==> src/hdl/rfo_pkg.sv <==
package rfo_pkg;

	// ring geometry
	localparam int DEPTH     = 16;
	localparam int IDX_BITS  = $clog2(DEPTH);
	localparam int WORD_BITS = 32;

	// fill level of a full ring: one slot always stays free
	localparam logic [IDX_BITS-1:0] IDX_MAX = IDX_BITS'(DEPTH - 1);

	// operation codes carried in kind
	localparam logic OP_WRITE = 1'b0;
	localparam logic OP_READ  = 1'b1;

	// status codes
	localparam logic ST_OK   = 1'b0;
	localparam logic ST_FAIL = 1'b1;

	// stage one: result of the pointer update, awaiting the RAM read data
	typedef struct packed {
		logic                valid;
		logic                rd_ok;
		logic                status;
		logic [IDX_BITS-1:0] occupancy;
	} rfo_s1_t;

endpackage

==> src/hdl/rfo_if.sv <==
interface rfo_in_if import rfo_pkg::*; ();
	logic                 valid;
	logic                 ready;
	logic                 kind;
	logic [WORD_BITS-1:0] write_data;
	logic                 force_req;

	modport source(output valid, kind, write_data, force_req, input ready);
	modport sink(input valid, kind, write_data, force_req, output ready);
endinterface

interface rfo_out_if import rfo_pkg::*; ();
	logic                 valid;
	logic                 ready;
	logic [WORD_BITS-1:0] read_data;
	logic                 status;
	logic [IDX_BITS-1:0]  occupancy;

	modport source(output valid, read_data, status, occupancy, input ready);
	modport sink(input valid, read_data, status, occupancy, output ready);
endinterface

==> src/hdl/rfo_ram.sv <==
module rfo_ram #(
	parameter int WIDTH = 32,
	parameter int DEPTH = 16
) (
	input  logic                     clk,
	input  logic                     we,
	input  logic [$clog2(DEPTH)-1:0] waddr,
	input  logic [WIDTH-1:0]         wdata,
	input  logic                     re,
	input  logic [$clog2(DEPTH)-1:0] raddr,
	output logic [WIDTH-1:0]         rdata
);

	logic [WIDTH-1:0] mem [DEPTH];

	// write port
	always_ff @(posedge clk) begin
		if (we) begin
			mem[waddr] <= wdata;
		end
	end

	// registered read, held when idle
	always_ff @(posedge clk) begin
		if (re) begin
			rdata <= mem[raddr];
		end
	end

endmodule

==> src/hdl/rfo_ctrl.sv <==
module rfo_ctrl import rfo_pkg::*; (
	input  logic                 clk,
	input  logic                 arst_n,
	rfo_in_if.sink               in_ch,
	input  logic                 s1_take,
	output rfo_s1_t              s1,
	output logic                 ram_we,
	output logic [IDX_BITS-1:0]  ram_waddr,
	output logic [WORD_BITS-1:0] ram_wdata,
	output logic                 ram_re,
	output logic [IDX_BITS-1:0]  ram_raddr
);

	logic [IDX_BITS-1:0] head_q, tail_q;
	logic [IDX_BITS-1:0] head_d, tail_d;
	logic [IDX_BITS-1:0] fill;
	logic                full, empty, acc;
	rfo_s1_t             s1_q, s1_d;

	assign fill  = tail_q - head_q;
	assign full  = (fill == IDX_MAX);
	assign empty = (head_q == tail_q);

	// stage one frees up when its result moves on
	assign in_ch.ready = !s1_q.valid || s1_take;
	assign acc         = in_ch.valid && in_ch.ready;

	// pointer update and RAM access for the accepted beat
	always_comb begin
		head_d       = head_q;
		tail_d       = tail_q;
		ram_we       = 1'b0;
		ram_re       = 1'b0;
		s1_d.valid   = acc;
		s1_d.rd_ok   = 1'b0;
		s1_d.status  = ST_OK;
		if (acc) begin
			if (in_ch.kind == OP_WRITE) begin
				if (full) begin
					s1_d.status = ST_FAIL;
					if (in_ch.force_req) begin
						ram_we = 1'b1;
						head_d = head_q + 1'b1;
						tail_d = tail_q + 1'b1;
					end
				end else begin
					ram_we = 1'b1;
					tail_d = tail_q + 1'b1;
				end
			end else begin
				if (empty) begin
					s1_d.status = ST_FAIL;
				end else begin
					ram_re     = 1'b1;
					s1_d.rd_ok = 1'b1;
					head_d     = head_q + 1'b1;
				end
			end
		end
		s1_d.occupancy = tail_d - head_d;
	end

	assign ram_waddr = tail_q;
	assign ram_wdata = in_ch.write_data;
	assign ram_raddr = head_q;

	// pointers
	always_ff @(posedge clk or negedge arst_n) begin
		if (!arst_n) begin
			head_q <= '0;
			tail_q <= '0;
		end else begin
			head_q <= head_d;
			tail_q <= tail_d;
		end
	end

	// stage one register
	always_ff @(posedge clk or negedge arst_n) begin
		if (!arst_n) begin
			s1_q <= '0;
		end else if (in_ch.ready) begin
			s1_q <= s1_d;
		end
	end

	assign s1 = s1_q;

`ifndef SYNTHESIS
	// a write into a full ring reports full and stays full
	a_full_write: assert property (@(posedge clk) disable iff (!arst_n)
		acc && in_ch.kind == OP_WRITE && full
		|=> s1_q.status == ST_FAIL && s1_q.occupancy == IDX_MAX)
		else $error("full write did not report full");

	// a read from a non-empty ring fetches and shrinks the level by one
	a_read_ok: assert property (@(posedge clk) disable iff (!arst_n)
		acc && in_ch.kind == OP_READ && !empty
		|=> s1_q.rd_ok && s1_q.occupancy == $past(fill) - 1'b1)
		else $error("read did not take the oldest entry");

	// a stalled stage-one result holds
	a_s1_hold: assert property (@(posedge clk) disable iff (!arst_n)
		s1_q.valid && !s1_take |=> $stable(s1_q))
		else $error("stage one changed while stalled");
`endif

endmodule

==> src/hdl/ring_fifo_with_overwrite_top.sv <==
// Ring FIFO of WORD_BITS-bit words in a single DEPTH-entry synchronous RAM, holding at
// most DEPTH-1 entries. Each input beat is a write or a read and yields one result beat
// with read data, status and the fill level after the operation. One beat is accepted
// per cycle while stage one can move on; a result passes from the registered RAM read and
// stage one into the output register. The head and tail pointers update in the
// cycle of acceptance, so back-to-back beats need no interlock. Up to two results may
// wait under output back-pressure before the input stalls. No clearing pass after reset.
module ring_fifo_with_overwrite_top import rfo_pkg::*; (
	input  logic     clk,
	input  logic     arst_n,
	rfo_in_if.sink   in_ch,
	rfo_out_if.source out_ch
);

	rfo_s1_t              s1;
	logic                 take;
	logic                 ram_we, ram_re;
	logic [IDX_BITS-1:0]  ram_waddr, ram_raddr;
	logic [WORD_BITS-1:0] ram_wdata, ram_rdata;

	logic                 out_valid_q;
	logic [WORD_BITS-1:0] read_data_q;
	logic                 status_q;
	logic [IDX_BITS-1:0]  occupancy_q;

	rfo_ctrl u_ctrl (
		.clk       (clk),
		.arst_n    (arst_n),
		.in_ch     (in_ch),
		.s1_take   (take),
		.s1        (s1),
		.ram_we    (ram_we),
		.ram_waddr (ram_waddr),
		.ram_wdata (ram_wdata),
		.ram_re    (ram_re),
		.ram_raddr (ram_raddr)
	);

	rfo_ram #(
		.WIDTH (WORD_BITS),
		.DEPTH (DEPTH)
	) u_ram (
		.clk   (clk),
		.we    (ram_we),
		.waddr (ram_waddr),
		.wdata (ram_wdata),
		.re    (ram_re),
		.raddr (ram_raddr),
		.rdata (ram_rdata)
	);

	// output register loads when empty or being drained
	assign take = !out_valid_q || out_ch.ready;

	always_ff @(posedge clk or negedge arst_n) begin
		if (!arst_n) begin
			out_valid_q <= 1'b0;
		end else if (take) begin
			out_valid_q <= s1.valid;
		end
	end

	// payload: read data only on a successful read
	always_ff @(posedge clk) begin
		if (take && s1.valid) begin
			read_data_q <= s1.rd_ok ? ram_rdata : '0;
			status_q    <= s1.status;
			occupancy_q <= s1.occupancy;
		end
	end

	assign out_ch.valid     = out_valid_q;
	assign out_ch.read_data = read_data_q;
	assign out_ch.status    = status_q;
	assign out_ch.occupancy = occupancy_q;

`ifndef SYNTHESIS
	// a failed beat never carries data
	a_fail_zero: assert property (@(posedge clk) disable iff (!arst_n)
		out_valid_q && status_q == ST_FAIL |-> read_data_q == '0)
		else $error("failed beat carries data");

	// a result waiting in stage one behind a stalled output blocks the input
	a_stall_in: assert property (@(posedge clk) disable iff (!arst_n)
		s1.valid && !take |-> !in_ch.ready)
		else $error("input taken while stage one is blocked");

	// an undrained output beat holds
	a_out_hold: assert property (@(posedge clk) disable iff (!arst_n)
		out_valid_q && !out_ch.ready
		|=> out_valid_q && $stable(read_data_q) && $stable(status_q)
			&& $stable(occupancy_q))
		else $error("output beat changed while stalled");
`endif

endmodule

==> src/flat_wrapper.sv <==
// flat-port wrapper written by rule: the top's interface ports become plain ports
module ring_fifo_with_overwrite_top_flat import rfo_pkg::*;
  (clk, arst_n, in_ch_valid, in_ch_kind, in_ch_write_data, in_ch_force_req, in_ch_ready, out_ch_valid, out_ch_read_data, out_ch_status, out_ch_occupancy, out_ch_ready);
  rfo_in_if in_ch_i ();
  rfo_out_if out_ch_i ();
  input  logic clk;
  input  logic arst_n;
  input wire logic [$bits(in_ch_i.valid)-1:0] in_ch_valid;
  input wire logic [$bits(in_ch_i.kind)-1:0] in_ch_kind;
  input wire logic [$bits(in_ch_i.write_data)-1:0] in_ch_write_data;
  input wire logic [$bits(in_ch_i.force_req)-1:0] in_ch_force_req;
  output wire logic [$bits(in_ch_i.ready)-1:0] in_ch_ready;
  output wire logic [$bits(out_ch_i.valid)-1:0] out_ch_valid;
  output wire logic [$bits(out_ch_i.read_data)-1:0] out_ch_read_data;
  output wire logic [$bits(out_ch_i.status)-1:0] out_ch_status;
  output wire logic [$bits(out_ch_i.occupancy)-1:0] out_ch_occupancy;
  input wire logic [$bits(out_ch_i.ready)-1:0] out_ch_ready;
  assign in_ch_i.valid = in_ch_valid;
  assign in_ch_i.kind = in_ch_kind;
  assign in_ch_i.write_data = in_ch_write_data;
  assign in_ch_i.force_req = in_ch_force_req;
  assign in_ch_ready = in_ch_i.ready;
  assign out_ch_valid = out_ch_i.valid;
  assign out_ch_read_data = out_ch_i.read_data;
  assign out_ch_status = out_ch_i.status;
  assign out_ch_occupancy = out_ch_i.occupancy;
  assign out_ch_i.ready = out_ch_ready;
  ring_fifo_with_overwrite_top u_core (.clk(clk), .arst_n(arst_n), .in_ch(in_ch_i), .out_ch(out_ch_i));
endmodule
==> config.mk <==
export PLATFORM = sky130hd
export DESIGN_NAME = ring_fifo_with_overwrite_top_flat
export DESIGN_NICKNAME = d
export VERILOG_FILES = /design/src/hdl/rfo_pkg.sv /design/src/hdl/rfo_if.sv /design/src/hdl/rfo_ram.sv /design/src/hdl/rfo_ctrl.sv /design/src/hdl/ring_fifo_with_overwrite_top.sv /design/src/flat_wrapper.sv
export SDC_FILE = /design/constraint.sdc
export NUM_CORES = 1
export LEC_CHECK = 0
export BUFFER_PORTS_ARGS = -buffer_cell sky130_fd_sc_hd__buf_2
export CORE_MARGIN = 1
export CORE_UTILIZATION = 25
export CTS_CLUSTER_SIZE = 30
export DETAILED_ROUTE_END_ITERATION = 6
export GPL_ROUTABILITY_DRIVEN = 0
export GPL_TIMING_DRIVEN = 0
export SLEW_MARGIN = 40
export SYNTH_ARGS = -nofsm -noshare
export SYNTH_HDL_FRONTEND = slang
export SYNTH_SLANG_ARGS = --single-unit
==> constraint.sdc <==
create_clock -name clk -period 8.1 [get_ports clk]
set_input_delay 1.62 -clock clk [delete_from_list [all_inputs] [get_ports clk]]
set_output_delay 1.62 -clock clk [all_outputs]
set_load 0.02 [all_outputs]
==> Yosys cells after proc, flatten, opt, wreduce, memory -nomap -nowiden <==
Memory sizes are Yosys's and may differ from the RTL's. A register that Yosys moved wholly into a read port is not among the register bits.
Cells that the tools add are included.
{ "totals": {"reg_bits": 53, "ramBits": 512, "in_bits": 38, "out_inout_bits": 39, "wordCells": 45, "memories": 1} }
{ "mem_list": {"columns": ["name", "words", "width", "rd", "rd_ports_with_merged_regs", "write_ports", "line", "text"], "rows": [
  ["u_core.u_ram.mem", 16, 32, 1, 1, 1, "rfo_ram.sv:14", "logic [WIDTH-1:0] mem [DEPTH];"]
]} }
{ "classes": {"addsub": 4, "n_eq_ne": 2, "mux": 22, "n_reduce_logical": 6} }
{ "ops": {"columns": ["op", "count"], "rows": [
  ["$mux W4", 9],
  ["$mux W1", 12],
  ["$add A4 B1 Y4 const B", 2],
  ["$sub A4 B4 Y4", 2],
  ["$eq A4 B4 Y1", 1],
  ["$eq A4 B4 Y1 const B", 1],
  ["$logic_and A1 B1 Y1", 2],
  ["$logic_not A1 Y1", 2],
  ["$logic_or A1 B1 Y1", 2],
  ["$mux W2", 1]
]} }

==> Logic depth before layout (Yosys ltp) <==
{ "depth": {"depth_word": 7, "ltp_mapped": 18, "depth_no_buf": 17} }

==> Modules after synthesis <==
Synthesis repeated with hierarchy kept, for this count alone.
{ "hier_totals": {"cells_unflattened": 1054, "hier_area_um2": 22884.4} }
{ "modules_own_cells": {"columns": ["mod", "instances", "cells_each", "area_per_inst_um2", "seq_area_each_um2"], "rows": [
  ["rfo_ram", 1, 838, 20174.3, 16335.7],
  ["ring_fifo_with_overwrite_top", 1, 76, 1410.1, 1136.1],
  ["rfo_ctrl", 1, 140, 1300.0, 375.4]
]} }

==> Least setup slack after synthesis <==
OpenSTA, ideal clock, no wires.
{ "synth_path": {"path_kind": "register to register", "start": "register u_core.u_ctrl.head_q[1] (netlist: u_core.u_ctrl.ram_raddr[1])", "end": "memory u_core.u_ram.mem[3][0] (enable)", "setup_ps": 461, "arrival_time_ps": 4909, "t_required_ps": 7639, "path_slack_ps": 2729, "stages_incl_launch_ff": 12, "path_buffers": 3, "synth_period_minus_slack_ps": 5371, "cell_sequence": "dfrtp_1 > clkbuf_1 > clkbuf_1 > clkbuf_1 > inv_1 > fa_1 > xnor2_1 > nor3b_4 > and4_2 > nor3_2 > nand2_1 > nor3_1"} }
{ "synth_via": {"elab_chain_len": 7} }
{ "synth_lines": {"columns": ["element", "line", "text"], "rows": [
  ["start, declared", "rfo_ctrl.sv:14", "logic [IDX_BITS-1:0] head_q, tail_q;"],
  ["start signal, assigned", "rfo_ctrl.sv:70", "head_q <= '0;"],
  ["start signal, assigned", "rfo_ctrl.sv:73", "head_q <= head_d;"],
  ["$sub A4 B4 Y4", "rfo_ctrl.sv:20", "assign fill = tail_q - head_q;"],
  ["$eq A4 B4 Y1", "rfo_ctrl.sv:21", "assign full = (fill == IDX_MAX);"],
  ["$mux W1", "rfo_ctrl.sv:39", "if (full) begin"],
  ["$mux W1", "rfo_ctrl.sv:38", "if (in_ch.kind == OP_WRITE) begin"],
  ["$mux W1", "rfo_ctrl.sv:37", "if (acc) begin"],
  ["$mux W1", "rfo_ram.sv:18", "if (we) begin"],
  ["$mux W1 (not written as such)", "rfo_ram.sv:19", "mem[waddr] <= wdata;"],
  ["end, declared", "rfo_ram.sv:14", null]
]} }
No other way between the ends.

==> Worst setup path after layout <==
{ "layout_path": {"start": "register u_core.u_ctrl.head_q[1] (netlist: u_core.u_ctrl.ram_raddr[1])", "end": "register u_core.u_ctrl.s1_q (netlist bit u_core.u_ctrl.s1[3])"} }
{ "layout_via": {"elab_chain_len": 6} }
{ "layout_lines": {"columns": ["element", "line", "text"], "rows": [
  ["$sub A4 B4 Y4", "rfo_ctrl.sv:20", null],
  ["$eq A4 B4 Y1", "rfo_ctrl.sv:21", null],
  ["$mux W4", "rfo_ctrl.sv:39", null],
  ["$mux W4", "rfo_ctrl.sv:38", null],
  ["$mux W4", "rfo_ctrl.sv:37", null],
  ["net u_core.u_ctrl.tail_d[2]", "rfo_ctrl.sv:15", "logic [IDX_BITS-1:0] head_d, tail_d;"],
  ["$sub A4 B4 Y4", "rfo_ctrl.sv:60", "s1_d.occupancy = tail_d - head_d;"],
  ["end signal, assigned", "rfo_ctrl.sv:81", "s1_q <= '0;"],
  ["end signal, assigned", "rfo_ctrl.sv:83", "s1_q <= s1_d;"],
  ["end, declared", "rfo_ctrl.sv:18", "rfo_s1_t s1_q, s1_d;"]
]} }
The timed path passes the listed nets, and every way through them passes these cells.
A chain may end at the register's enable or synchronous reset.

==> flow_summary.toml <==
[status]
outcome = "finished, violations left"
violations = "DRC"

[timing]
period_minus_slack_ns = 5.16
post-route-period-util_pct = 63.7
finClkSkew_ns = 0.0275
worst_pin_slew_ns = 0.924
setup_viol = 0
fmax_mhz = 194
rsz0062_at_grt = "false"
fin_ws_ns = 2.94
hold_viol = 0
final_max_slew_viol_count = 0
max_slew_margin_pct = 38.4

[synth]
synth_top_cell_by_area = "edfxtp_1"
ys_warn_count = 0
yosysUniqueCellTypes = 41
ys_ff_latch = 597
yosysTopAreaCellShare_pct = 77.2
synth_edf_count = 581
syn_area_um2 = 22600
synth_area_leaders = "edfxtp_1, mux4_2, dfrtp_1, and2_1, ha_1"
synthTopCellsByCount = "edfxtp_1, mux4_2, and2_1"
seq_area_frac_synth_pct = 79.0
synth_cells = 932
syn_nets = 983
yosysMostFrequentCell = "edfxtp_1"
synth_area_per_cell_um2 = 24.3
yosys_most_used_dff = "edfxtp_1"
synthArstFlopShare_pct = 2.68

[route]
wire_per_inst_um = 21.7
first_iter_violations = 841
num_vias = 10232
wirelength_um = 50700
drcViolationCount = 1
antenna_left = 0
dr.pass1.iters = 7
vias_per_cell = 4.38

[global_routing]
grt_usage_pct = 11.2
grt_pass1_vias = 10798
use_met1_pct = 15.0
overflow = 0
use_met3_pct = 2.75
top_usage_layer = "met2"
grt_first_pass_wirelength_um = 73900
grt_max_degree = 28
antenna_found_initial = 13
grt.met2_usage_pct = 18.3

[cells_and_area]
multiInputGateArea_um2 = 4640
layout.nets = 1176
final_cells = 2338
syn2layout_area_growth_pct = 20.3
regArea_um2 = 17800
drive_gt1_share_pct = 36.1
n_fill_cell = 8503

[floorplanning]
fp.coreArea_um2 = 88900
die_y_um = 303
start_util_pct = 25.4
ios = 77
rows = 109
die_x_um = 303
die_area_um2 = 91600

[critical_path]
cp_cell_sequence = "clkbuf_1, clkbuf_1, clkbuf_1, inv_1, fa_1, xnor2_1, nor3b_4, and4_2, nor3_2, nand2_1, xnor2_1, ha_1, a21oi_1, xnor3_1, xnor3_1, mux2_4"
cp-endpoint = "u_core.u_ctrl.s1[3]$_DFFE_PN0N_"
worstSetupPathType = "reg -> reg"
startpoint = "u_core.u_ctrl.ram_raddr[1]$_DFF_PN0_"
startpoint_type = "flip-flop"
r2r_end = "u_core.u_ctrl.s1[3]$_DFFE_PN0N_"
crit_arrival_ns = 5.65
crit_top_cell = "clkbuf_1"
rrSetupSlack_ns = 2.94
reg2reg_from = "u_core.u_ctrl.ram_raddr[1]$_DFF_PN0_"
cpPeakStageDelay_ns = 0.45
crit_fanout = 10
cp-end-kind = "flip-flop"
reg2reg_depth = 16
cp.required_ns = 8.59
crit_slowest_cell = "fa_1"

[place]
dp_hpwl_um = 34500
place_ws_ns = 2.97
place_inst = 2229
io_buffers = 76

[clock_tree]
clock_latency_ns = 0.63
cts_root_buf = "clkbuf_16"
htreeDepth = 2
cts.sinks = 597
numCtsBuffers = 59
cts_tree = "done"
postCtsHoldBufs = 0
clk_pin_slew_ns = 0.06
cts_setup_buffers = 0
ctsResizeCount = 0
clockBufferDepth = 3

[pwr]
ir_drop_mv = 0.190
leakage_nw = 8.65
powerDensity_nw_per_um2 = 319

[run]
maxCapViolations = 0

[worst_hold_path]
hp-class = "reg -> reg"
critical path: cells and delay by family (launching register included):
family                     cells  cell delay, ns
xor gates and xnor gates       4            1.07
and+or+nand+nor                4            1.05
AOI/OAI and AO/OA              1            0.19
DFF                            1            0.35
buffers and inverters          4            1.36
muxes                          1            0.27
adders and majority gates      2            0.75
flip-flops by register name (all words and copies together), names as in the netlist:
signal / flops
u_core.out_ch.status: 1
u_core.u_ctrl.ram_raddr: 4
u_core.u_ram.mem: 512
u_core.u_ctrl.s1: 7
u_core.out_ch.valid: 1
u_core.u_ctrl.ram_waddr: 4
u_core.u_ram.rdata: 32
u_core.out_ch.occupancy: 4
u_core.out_ch.read_data: 32
cell type report:
class                   count  area share (%)
inverters                  12           0.166
plain buffers              43           0.741
clock inverters            35            1.09
diodes                      1         0.00921
clock buffers              73            5.70
multi-input cells         280            17.1
repair buffers            132            4.20
well taps                1165            5.36
flip-flops and latches    597            65.7
power breakdown:
group / leakage [nW] / switching, mW / internal [mW] / total [mW]
combinational: 2.29 / 1.22 / 1.11 / 2.33
clock: 0.898 / 1.13 / 1.48 / 2.61
sequential: 5.46 / 0.0668 / 3.67 / 3.74
how the worst min path moves through the flow:
| stage | start | end | slack [ns] | depth (start not counted) |
|---|---|---|---|---|
| 2_1_floorplan | u_core.u_ctrl.s1[4]$_DFFE_PN0N_ | u_core.out_ch.status$_DFFE_PP_ | 0.42 | 0 |
| 3_3_place_gp | u_core.u_ctrl.s1[4]$_DFFE_PN0N_ | u_core.out_ch.status$_DFFE_PP_ | 0.44 | 0 |
| 3_5_place_dp | u_core.u_ctrl.s1[4]$_DFFE_PN0N_ | u_core.out_ch.status$_DFFE_PP_ | 0.44 | 0 |
| 4_1_cts | u_core.u_ctrl.s1[4]$_DFFE_PN0N_ | u_core.out_ch.status$_DFFE_PP_ | 0.46 | 0 |
| 5_1_grt | u_core.u_ctrl.s1[2]$_DFFE_PN0N_ | u_core.out_ch.occupancy[2]$_DFFE_PP_ | 0.47 | 0 |
| 6_report | u_core.u_ctrl.s1[1]$_DFFE_PN0N_ | u_core.out_ch.occupancy[1]$_DFFE_PP_ | 0.46 | 0 |
placed cells by master (no fill, tap or decap), drive strengths merged, types with 2 or more instances in the layout:
cell    Yosys  routed
edfxtp    581     581
mux4      160     160
buf        18     150
clkbuf     25      98
and2       33      33
clkinv      0      29
nor2       18      18
dfrtp      16      16
inv        12      13
ha         11      11
nand2       7       7
nor3        6       6
xnor2       5       5
a21oi       5       5
nand2b      5       5
xor2        5       5
bufinv      0       4
nand3       3       3
nand3b      2       2
a41oi       2       2
mux2i       2       2
xnor3       2       2
fa          2       2
a21o        2       2
logic make-up after synthesis:
| logic type | Yosys count | share of synthesized area [%] |
|---|---|---|
| flip-flops | 597 | 79.0 |
| multiplexers | 163 | 16.1 |
| AND/OR/NAND/NOR | 78 | 2.02 |
| buffers and inverters | 55 | 1.04 |
| AO/OA/AOI/OAI | 14 | 0.476 |
| adder cells (fa/ha/maj) | 13 | 0.786 |
| XOR/XNOR | 12 | 0.620 |
through the flow:
| step | total power [mW] | TNS (ns) | cell area, µm² | hold slack [ns] | util [%] |
|---|---|---|---|---|---|
| final | 8.68 | 0 | 27200 | 0.457 | 30.6 |
| after detailed placement | 6.17 | 0 | 25300 | 0.441 | 28.5 |
| after global placement | 6.04 | -136.42 | 24400 | 0.443 | 27.5 |
| after global routing | 9.05 | 0 | 27200 | 0.466 | 30.6 |
| after CTS | 8.79 | 0 | 27200 | 0.456 | 30.6 |
| after floorplan | 5.40 | 0 | 22600 | 0.425 | - |
layer usage:
layer,up-vias,wire (µm)
met4,14,681
met1,5529,21900
li1,4320,-
met2,300,24800
met3,69,3260
met5,-,75
Power figures use the tool's default switching activity.
